File: src/hw/rtl/tpd_pkg.sv
// tpd_pkg: shared types, constants and the sine table of the torus patch dicer
`default_nettype none

package tpd_pkg;

    localparam int MAX_GRID_SIDE     = 8;
    localparam int SINCOS_INDEX_BITS = 10;

    localparam int SIDE_IN_W  = 4;
    localparam int SIDE_W     = $clog2(MAX_GRID_SIDE);
    localparam int UV_W       = 17;
    localparam int DIV_STEPS  = UV_W;
    localparam int DIV_CNT_W  = $clog2(DIV_STEPS);
    localparam int IDX_W      = SINCOS_INDEX_BITS;
    localparam int QUARTER    = 1 << (IDX_W - 2);
    localparam int ANG_W      = 20;
    localparam int TRIG_W     = 16;
    localparam int P_W        = 27;
    localparam int ACC_W      = 48;
    localparam int COORD_W    = 32;
    localparam int COEF_W     = 16;
    localparam int CFG_DATA_W = 64;
    localparam int CFG_ADDR_W = 3;
    localparam int S_TDATA_W  = 80;
    localparam int M_TDATA_W  = 328;

    localparam logic [UV_W-1:0]          UNIT_UV      = UV_W'(65536);
    localparam logic signed [19:0]       TURN_SCALE   = 20'sd166886;
    localparam logic [31:0]              PHASE_HALF   = 32'd1 << (31 - IDX_W);
    localparam logic [IDX_W-1:0]         QUARTER_IDX  = IDX_W'(QUARTER);

    localparam logic [CFG_DATA_W-1:0] RST_MATRIX_X = 64'd256;
    localparam logic [CFG_DATA_W-1:0] RST_MATRIX_Y = 64'd16777216;
    localparam logic [CFG_DATA_W-1:0] RST_MATRIX_Z = 64'd1099511627776;
    localparam logic [23:0]           RST_MAJOR    = 24'd4096;
    localparam logic [23:0]           RST_MINOR    = 24'd1024;
    localparam logic [15:0]           RST_PHI_LO   = 16'd0;
    localparam logic [15:0]           RST_PHI_HI   = 16'd25736;
    localparam logic [15:0]           RST_SWEEP    = 16'd25736;

    localparam longint unsigned SIN_A1 = 64'd1686629713;
    localparam longint unsigned SIN_A3 = 64'd693598668;
    localparam longint unsigned SIN_A5 = 64'd85569306;
    localparam longint unsigned SIN_A7 = 64'd5026995;
    localparam longint unsigned SIN_A9 = 64'd172272;

    typedef enum logic [CFG_ADDR_W-1:0] {
        REG_MATRIX_X = 3'd0,
        REG_MATRIX_Y = 3'd1,
        REG_MATRIX_Z = 3'd2,
        REG_MAJOR    = 3'd3,
        REG_MINOR    = 3'd4,
        REG_PHI_LO   = 3'd5,
        REG_PHI_HI   = 3'd6,
        REG_SWEEP    = 3'd7
    } cfg_reg_t;

    typedef enum logic [3:0] {
        ST_IDLE,
        ST_DIVIDE,
        ST_ANG_MUL,
        ST_ANG_RND,
        ST_PHASE,
        ST_TRIG,
        ST_RAD_MUL,
        ST_RAD_RND,
        ST_RING_MUL,
        ST_RING_RND,
        ST_XF_MUL,
        ST_XF_SUM,
        ST_EMIT
    } tpd_state_t;

    typedef struct packed {
        logic load;
        logic div_step;
        logic ang_mul;
        logic ang_rnd;
        logic phase;
        logic trig;
        logic rad_mul;
        logic rad_rnd;
        logic ring_mul;
        logic ring_rnd;
        logic xf_mul;
        logic xf_sum;
        logic emit;
    } tpd_cmd_t;

    typedef struct packed {
        logic div_done;
        logic out_free;
        logic last_vertex;
    } tpd_status_t;

    typedef logic [14:0] sine_lut_t [0:QUARTER];

    // quarter-wave sine, Q2.14, from the odd polynomial in Q30
    function automatic sine_lut_t build_sine_lut();
        sine_lut_t lut;
        longint unsigned z, z2, t, s;
        for (int i = 0; i <= QUARTER; i++) begin
            z  = longint'(i) << (32 - IDX_W);
            z2 = (z * z) >> 30;
            t  = SIN_A7 - ((SIN_A9 * z2) >> 30);
            t  = SIN_A5 - ((t * z2) >> 30);
            t  = SIN_A3 - ((t * z2) >> 30);
            t  = SIN_A1 - ((t * z2) >> 30);
            s  = (((t * z) >> 30) + 64'd32768) >> 16;
            if (s > 64'd16384) s = 64'd16384;
            lut[i] = s[14:0];
        end
        return lut;
    endfunction

    localparam sine_lut_t SINE_LUT = build_sine_lut();

    function automatic logic signed [TRIG_W-1:0] sine_of(input logic [IDX_W-1:0] idx);
        logic [IDX_W-3:0] r;
        logic [IDX_W-2:0] a;
        logic [TRIG_W-1:0] s;
        r = idx[IDX_W-3:0];
        a = idx[IDX_W-2] ? ((IDX_W-1)'(QUARTER) - {1'b0, r}) : {1'b0, r};
        s = TRIG_W'(SINE_LUT[a]);
        return idx[IDX_W-1] ? -$signed(s) : $signed(s);
    endfunction

    function automatic logic signed [COORD_W-1:0] sat32(input logic signed [ACC_W-1:0] x);
        logic [COORD_W-1:0] r;
        if (x[ACC_W-1:COORD_W-1] == '0 || x[ACC_W-1:COORD_W-1] == '1) begin
            r = x[COORD_W-1:0];
        end else if (x[ACC_W-1]) begin
            r = 32'h8000_0000;
        end else begin
            r = 32'h7fff_ffff;
        end
        return $signed(r);
    endfunction

    function automatic logic [UV_W-1:0] clamp_uv(input logic [UV_W-1:0] x);
        return (x > UNIT_UV) ? UNIT_UV : x;
    endfunction

    // returns side - 1, side saturated into 2..MAX_GRID_SIDE
    function automatic logic [SIDE_W-1:0] side_last(input logic [SIDE_IN_W-1:0] x);
        logic [SIDE_IN_W-1:0] s;
        if (x < SIDE_IN_W'(2)) begin
            s = SIDE_IN_W'(2);
        end else if (x > SIDE_IN_W'(MAX_GRID_SIDE)) begin
            s = SIDE_IN_W'(MAX_GRID_SIDE);
        end else begin
            s = x;
        end
        return SIDE_W'(s - SIDE_IN_W'(1));
    endfunction

endpackage

`default_nettype wire

File: src/hw/rtl/tpd_ctrl.sv
// tpd_ctrl: sequencer that walks setup, division and the per-vertex steps
`default_nettype none

module tpd_ctrl (
    input  wire logic                aclk,
    input  wire logic                aresetn,
    input  wire logic                s_tvalid,
    output logic                     s_tready,
    input  wire tpd_pkg::tpd_status_t status,
    output tpd_pkg::tpd_cmd_t        cmd
);
    import tpd_pkg::*;

    tpd_state_t state_reg, state_next;

    always_ff @(posedge aclk) begin
        if (!aresetn) begin
            state_reg <= ST_IDLE;
        end else begin
            state_reg <= state_next;
        end
    end

    always_comb begin
        state_next = state_reg;
        unique case (state_reg)
            ST_IDLE:     if (s_tvalid) state_next = ST_DIVIDE;
            ST_DIVIDE:   if (status.div_done) state_next = ST_ANG_MUL;
            ST_ANG_MUL:  state_next = ST_ANG_RND;
            ST_ANG_RND:  state_next = ST_PHASE;
            ST_PHASE:    state_next = ST_TRIG;
            ST_TRIG:     state_next = ST_RAD_MUL;
            ST_RAD_MUL:  state_next = ST_RAD_RND;
            ST_RAD_RND:  state_next = ST_RING_MUL;
            ST_RING_MUL: state_next = ST_RING_RND;
            ST_RING_RND: state_next = ST_XF_MUL;
            ST_XF_MUL:   state_next = ST_XF_SUM;
            ST_XF_SUM:   state_next = ST_EMIT;
            ST_EMIT: begin
                if (status.out_free) begin
                    state_next = status.last_vertex ? ST_IDLE : ST_ANG_MUL;
                end
            end
            default:     state_next = ST_IDLE;
        endcase
    end

    always_comb begin
        cmd      = '0;
        s_tready = 1'b0;
        unique case (state_reg)
            ST_IDLE: begin
                s_tready = 1'b1;
                cmd.load = s_tvalid;
            end
            ST_DIVIDE:   cmd.div_step = 1'b1;
            ST_ANG_MUL:  cmd.ang_mul  = 1'b1;
            ST_ANG_RND:  cmd.ang_rnd  = 1'b1;
            ST_PHASE:    cmd.phase    = 1'b1;
            ST_TRIG:     cmd.trig     = 1'b1;
            ST_RAD_MUL:  cmd.rad_mul  = 1'b1;
            ST_RAD_RND:  cmd.rad_rnd  = 1'b1;
            ST_RING_MUL: cmd.ring_mul = 1'b1;
            ST_RING_RND: cmd.ring_rnd = 1'b1;
            ST_XF_MUL:   cmd.xf_mul   = 1'b1;
            ST_XF_SUM:   cmd.xf_sum   = 1'b1;
            ST_EMIT:     cmd.emit     = status.out_free;
            default: begin
                cmd = '0;
            end
        endcase
    end

endmodule

`default_nettype wire

File: config.mk
export PLATFORM = sky130hd
export DESIGN_NAME = tpd_ctrl
export DESIGN_NICKNAME = d
export VERILOG_FILES = /design/src/hw/rtl/tpd_pkg.sv /design/src/hw/rtl/tpd_ctrl.sv
export SDC_FILE = /design/constraint.sdc
export NUM_CORES = 1
export LEC_CHECK = 0
export BUFFER_PORTS_ARGS = -buffer_cell sky130_fd_sc_hd__buf_4
export CAP_MARGIN = 20
export CORE_AREA = 2 2 39 41
export DETAILED_ROUTE_END_ITERATION = 12
export DIE_AREA = 0 0 41 43
export PLACE_DENSITY = 0.57
export REMOVE_ABC_BUFFERS = 1
export SLEW_MARGIN = 10
export SYNTH_ARGS = -nofsm -noshare
export SYNTH_HDL_FRONTEND = slang
export SYNTH_SLANG_ARGS = --single-unit
File: constraint.sdc
create_clock -name aclk -period 2.9 [get_ports aclk]
set_input_delay 0.29 -clock aclk [delete_from_list [all_inputs] [get_ports aclk]]
set_output_delay 0.29 -clock aclk [all_outputs]
set_load 0.02 [all_outputs]
==> reports/metrics.cfg <==
[clock_network]
cts_buffers=3
path_clk_slew_ns=0.04
cts.sinks=4
post_cts_resized=0
cts_max_level=1
insertion_delay_ns=0.23
holdBufCountCts=0
cts_root_buffer=clkbuf_4
postCtsSetupRepairBufs=0
cts_tree=done
cts_buffer_depth=2

[sta]
rsz0062_at_grt=no
fin_tns_setup_ns=0
period_share=0.620
worst_slack_ns=1.10
finalSetupViolCount=0
finalHoldViolCount=0
finalCriticalPeriod_ns=1.80
fmax_ghz=0.556
worstMarginPinSlew_ns=0.484
final_max_slew_viol_count=0
relSlewSlack=0.677
finalClockSkew_ns=0.00657

[critical_path]
worst_ep_arrival_time_ns=1.51
rrSetupSlack_ns=1.38
crit_buf_inv=1
worst_ep_required_time_ns=2.61
worstPathMaxFanout=15
critPathTopFamily=flip-flops
r2r-end=state_reg[3]
crit_cells=3
worstSetupPathType=register to output port
crit_chain=nand2_1 -> nor4b_1 -> buf_4
worstSetupStartpoint=state_reg[2]
cpPeakStageDelay_ns=0.60
endpoint_kind=output port
start_kind=register
rr_startpoint=state_reg[0]
cp-endpoint=cmd[0]
crit_slowest_cell=dfxtp_1
worst_r2r_path_depth=3

[synthesis]
yosysSeqAreaShare=0.228
syn_area_um2=352
netlist-cell-type-count=20
ys_ff_latch=4
yosysWarnings=0
netlist.area_leader.share=0.228
synth_area_leader_cell=dfxtp_1
synth_area_leaders=dfxtp_1 (23%), nor3_1 (11%), nand2b_1 (8.9%)
syn_avg_cell_area_um2=7.03
netlist_instances=50

[place]
dpl_worst_slack_ns=1.36
numPortBuffers=19
dp_hpwl_um=647
gp_congestion=0.732

[pwr]
seq_power_share=0.374
cellInternalPower_mw=0.127
comb_power_share=0.254
p_per_area_nw_per_um2=345
p_sw_mw=0.0507
switching_share=0.285
p_leak_nw=0.222
p_clk_frac=0.372
vdd_drop_max_mv=0.215

[grt]
grt_antenna_before_repair=0
grt_max_degree=17
grt_pass1_wl_um=1420
grtUsageTotal=0.118
grt_pass1_vias=336
gr-total-overflow=0

[floorplanning]
ioPinCount=20
core_area_um2=1380
initial_utilization=0.254
placementRows=14
dieWidth_um=41
die_h_um=43
die_area_um2=1760

[cells_and_area]
area_growth_pct=47.0
final_cell_mix=buf_4 (19), nor3_1 (8), nor2_1 (6), nand2b_1 (5)
final_common_cell=buf_4
antennaDiodeCount=0
largest_reg_flops=4
drive_above_1_share=0.353
final_nets=76

[routing]
vias=405
antenna_left=0
viasPerCell=4.82
drt_iter0_markers=9
drc_errors=0
wl_per_cell_um=10.5
routed_wirelength_um=882
first_pass_iters=4

[flow_run]
drv_cap=0

[status]
status=complete, no violations

[hold_path]
hp-class=input pin to register

## layer usage
metal,vias to the layer above,part of all wire,GRT usage
met3,0,0.092,0.0576
met2,16,0.44,0.144
li1,216,-,-
met5,-,0,0
met1,173,0.47,0.165
met4,0,0,0.0600
## cell families after synthesis
group / Yosys count / synth area share
AND/OR/NAND/NOR: 28 / 0.434
AO/OA/AOI/OAI: 12 / 0.238
buffers and inverters: 5 / 0.0676
flip-flops: 4 / 0.228
multiplexers: 1 / 0.0320
## cells in the mapped netlist, drive strengths merged
library cell,instances
nor3,8
buf,4
inv,1
o21a,1
o21ba,1
nand2b,5
a21oi,3
dfxtp,4
and2,1
o21ai,4
o41ai,1
nor4bb,1
nor4b,1
mux2,1
a211oi,1
a21boi,1
nand2,3
nor4,2
or4b,1
nor2,6
## through the flow
step                total power, mW  utilization  hold WS [ns]  cells  area (um^2)
floorplan                    0.0928            -         0.408     46          332
global placement              0.113        0.357         0.511     81          494
detailed placement            0.113        0.357         0.521     81          494
CTS                           0.181        0.373         0.279     84          517
global route                  0.190        0.373         0.273     84          517
finish                        0.178        0.373         0.287     84          517
## power by group through the flow
stage / Combinational (mW) / Sequential (mW) / Clock (mW)
global placement: 0.0455 / 0.0671 / 0
CTS: 0.0456 / 0.0665 / 0.0689
floorplan: 0.0274 / 0.0654 / 0
global route: 0.0495 / 0.0677 / 0.0730
finish: 0.0452 / 0.0666 / 0.0663
detailed placement: 0.0454 / 0.0673 / 0
## how the worst min path moves through the flow
stage / slack (ns) / to / from / depth (start not counted)
after floorplan: 0.41 / state_reg[0] / aresetn / 1
after global placement: 0.51 / state_reg[0] / aresetn / 2
after CTS: 0.28 / state_reg[0] / aresetn / 2
after global routing: 0.27 / state_reg[0] / aresetn / 2
after detailed placement: 0.52 / state_reg[0] / aresetn / 2
final: 0.29 / state_reg[0] / aresetn / 2
## cell type report
cell class	instances	area, um^2
Sequential cell	4	80.1
Fill cell	141	867
Clock buffer	3	22.5
Timing Repair Buffer	19	143
Tap cell	16	20.0
Multi-Input combinational cell	41	248
Inverter	1	3.75
No activity file was read; power rests on OpenSTA's default activity.
